## config.mk

```make
export PLATFORM = sky130hd
export DESIGN_NAME = quality_symbol_rebase
export DESIGN_NICKNAME = d
export VERILOG_FILES = /design/src/hw/rtl/qsr_pkg.sv /design/src/hw/rtl/qsr_cfg_regs.sv /design/src/hw/rtl/qsr_convert.sv /design/src/hw/rtl/quality_symbol_rebase.sv
export SDC_FILE = /design/constraint.sdc
export NUM_CORES = 1
export LEC_CHECK = 0
export BUFFER_PORTS_ARGS = -buffer_cell sky130_fd_sc_hd__buf_2
export CAP_MARGIN = 25
export CORE_MARGIN = 1
export CORE_UTILIZATION = 23
export DETAILED_ROUTE_END_ITERATION = 7
export PLACE_DENSITY = 0.38
export SETUP_SLACK_MARGIN = 0.15
export SLEW_MARGIN = 25
export SYNTH_ARGS = -nofsm -noshare
export SYNTH_HDL_FRONTEND = slang
export SYNTH_HIERARCHICAL = 1
export SYNTH_SLANG_ARGS = --single-unit
```

## constraint.sdc

```tcl
create_clock -name clk_i -period 9.7 [get_ports clk_i]
set_input_delay 0.97 -clock clk_i [delete_from_list [all_inputs] [get_ports clk_i]]
set_output_delay 0.97 -clock clk_i [all_outputs]
set_load 0.02 [all_outputs]
```

## src/hw/rtl/qsr_pkg.sv

```systemverilog
// ----------------------------------------------------------------------------
// qsr_pkg
// Types and constants shared by the quality symbol rebase block.
// ----------------------------------------------------------------------------
`default_nettype none

package qsr_pkg;

  localparam int unsigned CfgIdxW  = 3;
  localparam int unsigned CfgDataW = 9;
  localparam int unsigned SolDepth = 19;

  localparam logic signed [9:0] PrintLow  = 10'sd33;
  localparam logic signed [9:0] PrintHigh = 10'sd126;

  typedef enum logic [CfgIdxW-1:0] {
    RegInputOffset  = 3'd0,
    RegAcceptMin    = 3'd1,
    RegAcceptMax    = 3'd2,
    RegSolexaMode   = 3'd3,
    RegOutMin       = 3'd4,
    RegOutMax       = 3'd5,
    RegOutputOffset = 3'd6
  } qsr_reg_e;

  typedef struct packed {
    logic [6:0]        input_offset;
    logic signed [8:0] accept_min;
    logic signed [8:0] accept_max;
    logic              solexa_mode;
    logic signed [8:0] out_min;
    logic signed [8:0] out_max;
    logic [6:0]        output_offset;
  } qsr_cfg_t;

  // Phred score for Solexa scores -9..9, index = score + 9
  localparam logic [3:0] SolTable [SolDepth] = '{
    4'd1, 4'd1, 4'd1, 4'd1, 4'd1, 4'd1, 4'd2, 4'd2, 4'd3, 4'd3,
    4'd4, 4'd4, 4'd5, 4'd5, 4'd6, 4'd7, 4'd8, 4'd9, 4'd10
  };

  function automatic logic signed [8:0] sol_score_rebase(logic signed [8:0] s);
    logic [4:0] idx;
    idx = s[4:0] + 5'd9;
    if (s <= -9'sd10) begin
      return 9'sd0;
    end else if (s >= 9'sd10) begin
      return s;
    end else begin
      return signed'({5'b0, SolTable[idx]});
    end
  endfunction

endpackage

`default_nettype wire

```

## src/hw/rtl/qsr_cfg_regs.sv

```systemverilog
// ----------------------------------------------------------------------------
// qsr_cfg_regs
// Configuration register file, write-only, reset to the default encodings.
// ----------------------------------------------------------------------------
`default_nettype none

module qsr_cfg_regs (
  input  wire logic                          clk_i,
  input  wire logic                          rst_ni,
  input  wire logic                          cfg_we_i,
  input  wire logic [qsr_pkg::CfgIdxW-1:0]   cfg_idx_i,
  input  wire logic [qsr_pkg::CfgDataW-1:0]  cfg_wdata_i,
  output qsr_pkg::qsr_cfg_t                  cfg_o
);
  import qsr_pkg::*;

  qsr_cfg_t cfg_q, cfg_d;

  always_comb begin
    cfg_d = cfg_q;
    if (cfg_we_i) begin
      case (cfg_idx_i)
        RegInputOffset:  cfg_d.input_offset  = cfg_wdata_i[6:0];
        RegAcceptMin:    cfg_d.accept_min    = signed'(cfg_wdata_i);
        RegAcceptMax:    cfg_d.accept_max    = signed'(cfg_wdata_i);
        RegSolexaMode:   cfg_d.solexa_mode   = cfg_wdata_i[0];
        RegOutMin:       cfg_d.out_min       = signed'(cfg_wdata_i);
        RegOutMax:       cfg_d.out_max       = signed'(cfg_wdata_i);
        RegOutputOffset: cfg_d.output_offset = cfg_wdata_i[6:0];
        default: ;
      endcase
    end
  end

  always_ff @(posedge clk_i or negedge rst_ni) begin
    if (!rst_ni) begin
      cfg_q.input_offset  <= 7'd33;
      cfg_q.accept_min    <= 9'sd0;
      cfg_q.accept_max    <= 9'sd41;
      cfg_q.solexa_mode   <= 1'b0;
      cfg_q.out_min       <= 9'sd0;
      cfg_q.out_max       <= 9'sd41;
      cfg_q.output_offset <= 7'd33;
    end else begin
      cfg_q <= cfg_d;
    end
  end

  assign cfg_o = cfg_q;

endmodule

`default_nettype wire

```

## src/hw/rtl/qsr_convert.sv

```systemverilog
// ----------------------------------------------------------------------------
// qsr_convert
// Score datapath: offset, accept test, Solexa conversion and clamps.
// ----------------------------------------------------------------------------
`default_nettype none

module qsr_convert (
  input  wire qsr_pkg::qsr_cfg_t  cfg_i,
  input  wire logic [7:0]    symbol_i,
  output logic [6:0]         symbol_o,
  output logic               rejected_o
);
  import qsr_pkg::*;

  logic signed [8:0] score;
  logic signed [8:0] conv;
  logic signed [8:0] clamped;
  logic signed [9:0] shifted;
  logic signed [9:0] printable;

  always_comb begin
    score      = signed'({symbol_i[7], symbol_i}) - signed'({2'b00, cfg_i.input_offset});
    rejected_o = (score < cfg_i.accept_min) || (score > cfg_i.accept_max);
    conv       = cfg_i.solexa_mode ? sol_score_rebase(score) : score;

    clamped = conv;
    if (clamped < cfg_i.out_min) clamped = cfg_i.out_min;
    if (clamped > cfg_i.out_max) clamped = cfg_i.out_max;

    shifted   = signed'({clamped[8], clamped}) + signed'({3'b000, cfg_i.output_offset});
    printable = shifted;
    if (printable < PrintLow)  printable = PrintLow;
    if (printable > PrintHigh) printable = PrintHigh;

    symbol_o = rejected_o ? 7'd0 : printable[6:0];
  end

endmodule

`default_nettype wire

```

## src/hw/rtl/quality_symbol_rebase.sv

```systemverilog
// ----------------------------------------------------------------------------
// quality_symbol_rebase
// Rebases sequencing quality bytes between ASCII quality encodings.
// ----------------------------------------------------------------------------
// Usage:
//   Input channel in_valid_i / in_stall_o / in_symbol_i carries one raw
//   quality byte per item. Output channel out_valid_o / out_stall_i carries
//   out_symbol_o (33..126, or 0) and out_rejected_o for each input item.
//   The byte is captured in an input register, and the conversion runs
//   between that register and the result register (a two-register pipeline).
//   Throughput is one item per cycle while the receiver is not stalling.
//   When the receiver stalls, the result register holds; the input register
//   takes one more item if empty, after which in_stall_o rises until the
//   result is taken.
//   Reset empties both registers and loads the default encodings
//   (offsets 33, accept and output range 0..41, Solexa conversion off).
//   The user writes configuration via cfg_we_i/cfg_idx_i/cfg_wdata_i only
//   while no item is in flight (not enforced); indexes beyond 6 are ignored.
// ----------------------------------------------------------------------------
`default_nettype none

module quality_symbol_rebase (
  input  wire logic                          clk_i,
  input  wire logic                          rst_ni,
  input  wire logic                          cfg_we_i,
  input  wire logic [qsr_pkg::CfgIdxW-1:0]   cfg_idx_i,
  input  wire logic [qsr_pkg::CfgDataW-1:0]  cfg_wdata_i,
  input  wire logic                          in_valid_i,
  output logic                               in_stall_o,
  input  wire logic [7:0]                    in_symbol_i,
  output logic                               out_valid_o,
  input  wire logic                          out_stall_i,
  output logic [6:0]                         out_symbol_o,
  output logic                               out_rejected_o
);
  import qsr_pkg::*;

  qsr_cfg_t   cfg;
  logic       s1_valid_q, s1_valid_d;
  logic [7:0] s1_symbol_q;
  logic       out_valid_q, out_valid_d;
  logic [6:0] out_symbol_q;
  logic       out_rejected_q;
  logic [6:0] conv_symbol;
  logic       conv_rejected;
  logic       advance;
  logic       in_take;

  qsr_cfg_regs u_cfg (
    .clk_i       (clk_i),
    .rst_ni      (rst_ni),
    .cfg_we_i    (cfg_we_i),
    .cfg_idx_i   (cfg_idx_i),
    .cfg_wdata_i (cfg_wdata_i),
    .cfg_o       (cfg)
  );

  qsr_convert u_conv (
    .cfg_i      (cfg),
    .symbol_i   (s1_symbol_q),
    .symbol_o   (conv_symbol),
    .rejected_o (conv_rejected)
  );

  assign advance     = !out_valid_q || !out_stall_i;
  assign in_stall_o  = s1_valid_q && !advance;
  assign in_take     = in_valid_i && !in_stall_o;
  assign s1_valid_d  = in_take || (s1_valid_q && !advance);
  assign out_valid_d = advance ? s1_valid_q : out_valid_q;

  always_ff @(posedge clk_i or negedge rst_ni) begin
    if (!rst_ni) begin
      s1_valid_q  <= 1'b0;
      out_valid_q <= 1'b0;
    end else begin
      s1_valid_q  <= s1_valid_d;
      out_valid_q <= out_valid_d;
    end
  end

  always_ff @(posedge clk_i) begin
    if (in_take) begin
      s1_symbol_q <= in_symbol_i;
    end
    if (advance && s1_valid_q) begin
      out_symbol_q   <= conv_symbol;
      out_rejected_q <= conv_rejected;
    end
  end

  assign out_valid_o    = out_valid_q;
  assign out_symbol_o   = out_symbol_q;
  assign out_rejected_o = out_rejected_q;

endmodule

`default_nettype wire

```

==> results of run 1 <==
cell families (layout without fill, tap and decap cells):
kind of cell    after synthesis  after routing  share of synthesized area
compound gates              115            115                      0.159
simple gates                114            114                      0.125
mux                          70             70                      0.150
flops                        69             69                      0.346
buf+inv                      69            164                     0.0540
fa+ha+maj                    57             57                      0.138
xor+xnor                     13             13                     0.0281
routing by layer:
metal  up-vias  share of wire  GRT usage
met3        11          0.018     0.0153
met2        46           0.46      0.192
met1      2065           0.50      0.176
met5         -              0          0
li1       2026              -          -
met4         0          0.016     0.0471
cell type report:
class                   count  area, um2
multi-input cells         369       3430
clock inverters             4       48.8
repair buffers             89        588
well taps                 280        350
inverters                  59        221
flip-flops and latches     69       1820
fillers                  2257      15400
clock buffers              12        246
worst max-delay path: cells and delay by family (launching register included):
| kind | cells | cell delay [ps] |
|---|---|---|
| simple gates | 12 | 2170 |
| compound gates | 24 | 3890 |
| buf+inv | 2 | 220 |
| fa+ha+maj | 6 | 1540 |
| flops | 1 | 550 |
| mux | 2 | 660 |
cells in the final DEF (no fill, tap or decap), drive strengths merged, types with 16 or more instances in the layout:
master  instances
nor2           27
o21ai          28
buf            89
nand2          25
ha             54
a21oi          20
edfxtp         16
dfrtp          43
mux2           65
inv            59
registers in the layout (all words and copies together), names as in the netlist:
signal,cells
out_valid_o,1
u_cfg/cfg_o,51
s1_symbol_q,8
out_rejected_o,1
out_symbol_o,7
s1_valid_q,1
what timing repair did:
| action | CTS | global route |
|---|---|---|
| endpoints found under the setup margin | 7 | 7 |
| buffers inserted | 1 | 18 |
| cloned | 0 | 1 |
| gates resized for setup | 8 | 65 |
| pin swaps | 1 | 51 |
stage by stage:
stage          power [mW]   util
6_report             2.67  0.304
5_1_grt              2.90  0.304
4_1_cts              2.38  0.285
3_5_place_dp         2.02  0.270
3_3_place_gp         2.02  0.270
2_1_floorplan        1.52      -
power by group:
part | internal [mW] | leakage (nW) | switching, mW | total, mW
sequential | 0.393 | 0.774 | 0.0449 | 0.438
clock | 0.206 | 0.147 | 0.122 | 0.328
combinational | 0.933 | 2.09 | 0.972 | 1.90
total | 1.53 | 3.01 | 1.14 | 2.67
how the worst min path moves through the flow:
stage,from,slack [ps],depth (start not counted),endpoint
CTS,s1_valid_q$_DFF_PN0_,510,1,out_valid_o$_DFFE_PN0P_
floorplan,s1_valid_q$_DFF_PN0_,470,1,out_valid_o$_DFFE_PN0P_
global route,u_cfg/cfg_o[35]$_DFFE_PN0P_,520,1,u_cfg/cfg_o[35]$_DFFE_PN0P_
global placement,u_cfg/cfg_o[48]$_DFFE_PN0P_,490,1,u_cfg/cfg_o[48]$_DFFE_PN0P_
detailed placement,s1_valid_q$_DFF_PN0_,490,1,out_valid_o$_DFFE_PN0P_
finish,s1_valid_q$_DFF_PN0_,500,1,out_valid_o$_DFFE_PN0P_
==> qor.txt, run 1 <==
Worst R2R Start -> u_cfg/cfg_o[44]$_DFFE_PN1P_
Total core area -> 22,100 um2
Diodes inserted -> 0
Worst Setup EP -> out_symbol_o[0]$_DFFE_PP_
Skew final -> 4.90 ps
Max FO, Critical Path -> 5
Synth cell types -> 77
Top-count cell post-synth -> mux2_2
Fin Setup TNS -> 0 ps
Clock buffer depth -> 2
Rows -> 54
Static Leakage -> 3.01 nW
Die X -> 153 um
CTS clk-pin slew, worst paths -> 60 ps
Setup Slack @ Placement -> -168 ps
Final setup margin -> 413 ps
DRT iter0 DRCs -> 176
Routed len/inst -> 16.2 um
H-tree levels -> 3
Cts hold-fix bufs -> 0
Number of global-route vias before repair -> 3,991
GRT Util Overall -> 0.124
Power Dens Cells -> 398 nW/um2
Die area -> 23,500 um2
Crit path max-delay cell type -> dfstp_2
Total wire length -> 14,300 um
Post-Layout Cell Count -> 882
Period utilisation layout -> 0.957
Ys flop type -> dfrtp_1
CP most frequent cell -> a21oi_2
CP Launch Type -> register
TritonCTS Sinks -> 69
FF-to-FF path depth -> 46
Max rail drop VDD -> 0.151 mV
Syn Nets -> 588
Max-cap violations -> 0
Setup violators final -> 0
FF-to-FF End -> out_symbol_o[0]$_DFFE_PP_
Share of the synthesized area in the top cell type -> 0.205
Initial Util -> 0.238
DRT antenna net count -> 0
Max stage delay on crit path -> 550 ps
Synth area leaders -> dfrtp_1 (20%), mux2_2 (13%), ha_1 (13%)
Synthesis Warnings -> 6
Type of the tightest min-delay check -> register to register
Post-Syn Area -> 5260 um2
GP Congestion -> 0.880
Reg2reg setup slack -> 410 ps
DP Cell Count -> 846
TritonCTS Buffers -> 9
Hold WS -> 505 ps
Slew Viols, Final -> 0
Yosys top cell by area -> dfrtp_1
Peak Freq -> 0.108 GHz
Clk root buf -> clkbuf_16
Pre-Repair DR Iteration Count -> 4
Die H -> 153 um
DR DRC count -> 0
Required time of the critical path -> 9790 ps
Largest net degree at the start of global routing -> 54
Seq/Total Area, Yosys -> 0.346
Post-synth EDFFs -> 16
First-pass GRT wire length -> 22,300 um
Design Area, Final -> 6710 um2
IO buf count -> 34
Crit end category -> register
TritonCTS clock tree -> built
Placed cell area -> 5980 um2
Tmin final -> 9290 ps
Worst-Skew Late Latency -> 340 ps
Worst slew pin tran -> 726 ps
RSZ-0062 raised after global routing -> yes
Status -> complete, no violations
Flops & latches, synth -> 69
Initial antenna violation count -> 0
Synth-to-layout area growth -> 27.6%
Vias -> 4,148
Global route overflow -> 0
Post-synth top cells -> mux2_2 (63), inv_1 (58), ha_1 (54), dfrtp_1 (43)
Max-slew headroom -> 0.512
Setup CP Type -> register to register
Ys async rst share -> 0.768
Post-synthesis instance total -> 507
Final net count -> 678
Layout cell share with drive strength beyond 1 -> 0.414
Via-per-instance ratio -> 4.70
Final HPWL DP -> 11,100 um
Hold Vio Cnt, Final -> 0
Crit path from -> u_cfg/cfg_o[44]$_DFFE_PN1P_
Mean post-synth cell area -> 10.4 um2
Num ports -> 35
WP data arrival -> 9370 ps
Power figures use the tool's default switching activity.
==> run 2, diff against run 1 <==
--- a/config.mk
+++ b/config.mk
@@ -7,6 +7,7 @@
 export LEC_CHECK = 0
 export BUFFER_PORTS_ARGS = -buffer_cell sky130_fd_sc_hd__buf_2
 export CAP_MARGIN = 25
+export CORE_ASPECT_RATIO = 1.4
 export CORE_MARGIN = 1
 export CORE_UTILIZATION = 23
 export DETAILED_ROUTE_END_ITERATION = 7
==> qor.txt, run 2 (same netlist as run 1, synthesis figures left out) <==
Status -> complete, no violations
Sequential Power Share -> 0.157
Synth-to-layout area growth -> 28.6%
Type of the tightest min-delay check -> register to register
Total wire length -> 15,100 um
Max FO, Critical Path -> 4
TritonCTS clock tree -> built
Clock Power Share -> 0.123
Total core area -> 22,400 um2
GRT Util Overall -> 0.137
RSZ-0062 raised after global routing -> yes
Comb power frac -> 0.720
Diodes inserted -> 0
Via-per-instance ratio -> 4.57
Worst slew pin tran -> 773 ps
GP Congestion -> 0.830
Clock buffer depth -> 2
Placed cell area -> 6000 um2
IO buf count -> 34
CP most frequent cell -> a21oi_2
H-tree levels -> 3
Power Internal -> 1.57 mW
Rows -> 65
Setup violators final -> 0
Setup Slack @ Placement -> -245 ps
Sw frac -> 0.431
Setup CP Type -> register to register
FF-to-FF path depth -> 47
DP Cell Count -> 867
Psw -> 1.19 mW
Crit end category -> register
Max-slew headroom -> 0.482
Max rail drop VDD -> 0.145 mV
Tmin final -> 9280 ps
Final core occ -> 0.301
DRT antenna net count -> 0
Skew final -> 6.85 ps
Clk root buf -> clkbuf_16
Hold Path Cell Cnt -> 1
Cts hold-fix bufs -> 0
Initial antenna violation count -> 0
Post-Layout Cell Count -> 905
Layout cell share with drive strength beyond 1 -> 0.417
Period utilisation layout -> 0.957
Routed len/inst -> 16.7 um
Die area -> 23,500 um2
Max stage delay on crit path -> 550 ps
Final net count -> 680
WP data arrival -> 9390 ps
TritonCTS Buffers -> 9
Worst Hold Endpoint -> out_valid_o$_DFFE_PN0P_
Hold WS -> 494 ps
Fin Setup TNS -> 0 ps
Hold Vio Cnt, Final -> 0
Final HPWL DP -> 11,500 um
Vias -> 4,138
Design Area, Final -> 6760 um2
FF-to-FF End -> out_symbol_o[0]$_DFFE_PP_
Crit path max-delay cell type -> dfstp_2
Peak Freq -> 0.108 GHz
Num ports -> 35
Number of global-route vias before repair -> 4,294
Largest net degree at the start of global routing -> 54
Die H -> 181 um
CP Launch Type -> register
Power Dens Cells -> 407 nW/um2
DRT iter0 DRCs -> 110
Initial Util -> 0.234
First-pass GRT wire length -> 23,700 um
Pre-Repair DR Iteration Count -> 4
Crit path from -> u_cfg/cfg_o[44]$_DFFE_PN1P_
Worst R2R Start -> u_cfg/cfg_o[44]$_DFFE_PN1P_
Most common cell after layout, fill and taps aside -> mux2_2
Max-cap violations -> 0
Worst-Skew Late Latency -> 350 ps
Most frequent cells in the layout -> mux2_2 (61), inv_1 (55), buf_4 (51)
Tot Pwr -> 2.75 mW
TritonCTS Sinks -> 69
Largest register FFs -> 51
CTS clk-pin slew, worst paths -> 60 ps
Required time of the critical path -> 9800 ps
Fillcell total -> 2,400
Min-delay src -> s1_valid_q$_DFF_PN0_
Die X -> 130 um
Slew Viols, Final -> 0
DR DRC count -> 0
Final setup margin -> 415 ps
Reg2reg setup slack -> 420 ps
Static Leakage -> 3.02 nW
Global route overflow -> 0
[run 2: cell count changes in the layout (fill, tap and decap cells not counted), moves of 2 or more]
cell / previous run / this run
buf_6: 2 / 5
a21oi_2: 10 / 8
clkbuf_1: 2 / 0
ha_1: 46 / 44
ha_4: 6 / 8
nor2_2: 2 / 4
o21ai_1: 8 / 10
o21ai_2: 6 / 4
[run 2: layer usage]
metal  vias to the layer above  wire length (um)  share of wire  GRT usage
met4                         0               142         0.0094     0.0507
li1                       2024                 -              -          -
met5                         -                 0              0          0
met1                      2044              6060           0.40      0.151
met2                        56              8540           0.56      0.256
met3                        14               386          0.026     0.0237
[run 2: power groups by stage]
stage / registers (mW) / logic, mW / clock network, mW
final: 0.432 / 1.98 / 0.338
after global routing: 0.442 / 2.18 / 0.366
after CTS: 0.431 / 1.69 / 0.353
after detailed placement: 0.435 / 1.64 / 0
after global placement: 0.435 / 1.63 / 0
after floorplan: 0.447 / 1.07 / 0
[run 2: final cells by class]
type	count	area [um2]	area share
repair buffers	91	614	0.0909
well taps	301	377	0.0557
flip-flops and latches	69	1820	0.269
inverters	59	221	0.0328
clock inverters	6	60.1	0.00888
clock buffers	10	239	0.0354
multi-input cells	369	3430	0.507
[run 2: what timing repair did]
action | 4_1_cts | 5_1_grt
gates cloned | 0 | 1
setup endpoints to repair | 7 | 7
resized for setup | 10 | 65
setup buffers | 3 | 18
pin swaps | 5 | 45
[run 2: critical path, delay by kind of cell (launching register included)]
| kind | cells | cell delay (ps) |
|---|---|---|
| buffers and inverters | 3 | 350 |
| AOI/OAI and AO/OA | 24 | 3620 |
| muxes | 2 | 660 |
| xor gates and xnor gates | 1 | 190 |
| and+or+nand+nor | 11 | 2130 |
| adders and majority gates | 6 | 1540 |
| DFF | 1 | 550 |
[run 2: how the worst max path moves through the flow]
stage	to	slack (ps)	cells after the start
after floorplan	out_symbol_o[0]$_DFFE_PP_	160	44
after global placement	out_symbol_o[0]$_DFFE_PP_	-110	50
after detailed placement	out_symbol_o[0]$_DFFE_PP_	-240	47
after CTS	out_symbol_o[0]$_DFFE_PP_	170	46
after global routing	out_symbol_o[0]$_DFFE_PP_	-40	48
final	out_symbol_o[0]$_DFFE_PP_	420	47
==> run 3, diff against run 2 <==
--- a/config.mk
+++ b/config.mk
@@ -7,14 +7,15 @@
 export LEC_CHECK = 0
 export BUFFER_PORTS_ARGS = -buffer_cell sky130_fd_sc_hd__buf_2
 export CAP_MARGIN = 25
+export CELL_PAD_IN_SITES_DETAIL_PLACEMENT = 0
+export CELL_PAD_IN_SITES_GLOBAL_PLACEMENT = 1
 export CORE_ASPECT_RATIO = 1.4
 export CORE_MARGIN = 1
 export CORE_UTILIZATION = 23
 export DETAILED_ROUTE_END_ITERATION = 7
-export PLACE_DENSITY = 0.38
+export PLACE_DENSITY = 0.45
 export SETUP_SLACK_MARGIN = 0.15
 export SLEW_MARGIN = 25
 export SYNTH_ARGS = -nofsm -noshare
 export SYNTH_HDL_FRONTEND = slang
-export SYNTH_HIERARCHICAL = 1
 export SYNTH_SLANG_ARGS = --single-unit
==> constraint.sdc (replaced) <==
create_clock -name clk_i -period 9.7 [get_ports clk_i]
set_input_delay 1.455 -clock clk_i [delete_from_list [all_inputs] [get_ports clk_i]]
set_output_delay 1.455 -clock clk_i [all_outputs]
set_load 0.02 [all_outputs]
==> qor.txt, run 3 <==
Detail Route met2 WL -> 7600 um
Routed len/inst -> 16.7 um
Top layer in use -> met4
GP Congestion -> 0.804
Post-synth top cells -> inv_1 (64), ha_1 (54), o21ai_0 (45), dfrtp_1 (43), nand2_1 (41)
Skew final -> 10.9 ps
Crit path max-delay cell type -> dfstp_2
Max rail drop VDD -> 0.139 mV
DRT iter0 DRCs -> 102
Top-count cell post-synth -> inv_1
CP Launch Type -> register
Design Area, Final -> 6280 um2
Power Dens Cells -> 399 nW/um2
Post-synth EDFFs -> 16
Final HPWL DP -> 10,800 um
Max-cap violations -> 0
Required time of the critical path -> 9900 ps
Die X -> 123 um
Clock buffer depth -> 2
CTS clk-pin slew, worst paths -> 70 ps
Cts hold-fix bufs -> 0
Peak Freq -> 0.108 GHz
IO buf count -> 34
Synth-to-layout area growth -> 32.4%
Tmin final -> 9270 ps
Post-Route M1 WL -> 5630 um
Clk root buf -> clkbuf_16
Total core area -> 20,100 um2
Tot Pwr -> 2.51 mW
H-tree levels -> 3
Worst-Skew Late Latency -> 350 ps
RSZ-0062 raised after global routing -> yes
Total wire length -> 14,000 um
Die area -> 21,200 um2
Worst slew pin tran -> 979 ps
Mean post-synth cell area -> 9.60 um2
Hold Vio Cnt, Final -> 0
TritonCTS Buffers -> 9
Ys flop type -> dfrtp_1
Post-Syn Area -> 4740 um2
Synth area leaders -> dfrtp_1 (23%), ha_1 (14%), edfxtp_1 (10%)
Pre-Repair DR Iteration Count -> 4
Largest net degree at the start of global routing -> 54
Synthesis Warnings -> 0
Ys async rst share -> 0.768
Synth cell types -> 57
Num ports -> 35
Metal3 WL -> 304 um
DR DRC count -> 0
Crit end category -> register
Layout cell share with drive strength beyond 1 -> 0.352
Initial Util -> 0.236
Global route overflow -> 0
Yosys top cell by area -> dfrtp_1
Type of the tightest min-delay check -> register to register
Max-slew headroom -> 0.344
Largest register FFs -> 51
Post-synthesis instance total -> 494
Setup CP Type -> register to register
Via-per-instance ratio -> 4.57
Max FO, Critical Path -> 7
Max stage delay on crit path -> 550 ps
Flops & latches, synth -> 69
Seq/Total Area, Yosys -> 0.384
First-pass GRT wire length -> 21,300 um
Status -> complete, no violations
Diodes inserted -> 0
DRT antenna net count -> 0
Placed cell area -> 5440 um2
Rows -> 61
Period utilisation layout -> 0.956
Slew Viols, Final -> 0
Initial antenna violation count -> 0
Most common cell after layout, fill and taps aside -> inv_1
TritonCTS Sinks -> 69
WP data arrival -> 9470 ps
TritonCTS clock tree -> built
Vias -> 3,853
Die H -> 172 um
Most frequent cells in the layout -> inv_1 (62), buf_4 (51), ha_1 (49)
GRT Util Overall -> 0.139
Syn Nets -> 575
Number of global-route vias before repair -> 3,959
Final net count -> 667
Setup violators final -> 0
Share of the synthesized area in the top cell type -> 0.227
Static Leakage -> 2.78 nW
[run 3: cell count changes in the layout (fill, tap and decap cells not counted), moves of 4 or more]
cell,change
inv_1,+7
ha_1,+5
o21ai_0,+20
a21oi_2,+7
mux2_2,-34
a21oi_1,+6
nand2_1,+17
ha_4,-4
[run 3: cells by family after synthesis]
group | Yosys count | share of synthesized area
flops | 69 | 0.384
xor+xnor | 14 | 0.0298
fa+ha+maj | 56 | 0.151
compound gates | 126 | 0.169
simple gates | 121 | 0.126
buf+inv | 73 | 0.0580
mux | 35 | 0.0826
[run 3: stage by stage]
stage                     setup TNS [ps]  hold WS, ps  std cells   util  setup slack, ps
after global placement              -505          458        801  0.271            -99.8
after CTS                              0          496        830  0.296              170
after detailed placement           -1070          484        801  0.271             -173
final                                  0          489        843  0.313              430
after global routing                -866          513        843  0.313             -146
after floorplan                        0          443        494      -              212
[run 3: final cells by class]
cell class                 count  area (um2)
clock buffer                   9         225
timing repair buffer          90         618
inverter                      64         240
sequential                    69        1820
fill                        2094       13800
tap                          252         315
multi-input combinational    352        2970
clock inverter                 7        97.6
[run 3: repair_timing]
item,CTS,global route
setup endpoints to repair,7,7
pin swaps,5,47
setup buffers,13,13
gates resized for setup,18,57
[run 3: metal layers]
metal	GRT usage	vias to the layer above
li1	-	1924
met1	0.148	1850
met2	0.262	55
met3	0.0185	24
met4	0.0718	0
met5	0	-
[run 3: power by group]
group	switching, mW	internal [mW]	leakage (nW)
sequential	0.0300	0.384	0.779
clock	0.141	0.227	0.154
combinational	0.911	0.814	1.84
[run 3: path summary, 6_finish.rpt]
kind	from	end	slack (ps)	cells past startpoint
setup / recovery	u_cfg.cfg_o[44]$_DFFE_PN1P_	out_symbol_o[6]$_SDFFCE_PP0P_	430	48
hold / removal	s1_valid_q$_DFF_PN0_	out_valid_o$_DFFE_PN0N_	490	1
setup reg to reg	u_cfg.cfg_o[44]$_DFFE_PN1P_	out_symbol_o[6]$_SDFFCE_PP0P_	430	48
hold reg to reg	s1_valid_q$_DFF_PN0_	out_valid_o$_DFFE_PN0N_	490	1
max in group asynchronous	rst_ni	u_cfg.cfg_o[38]$_DFFE_PN0P_	7930	2
min in group asynchronous	rst_ni	u_cfg.cfg_o[14]$_DFFE_PN0P_	1250	2
[run 3: critical path, delay by kind of cell (launching register included)]
family	cells	cell delay (ps)
compound gates	22	3530
fa+ha+maj	7	1960
simple gates	9	1420
buf+inv	6	690
mux	2	570
flops	1	550
xor+xnor	2	370
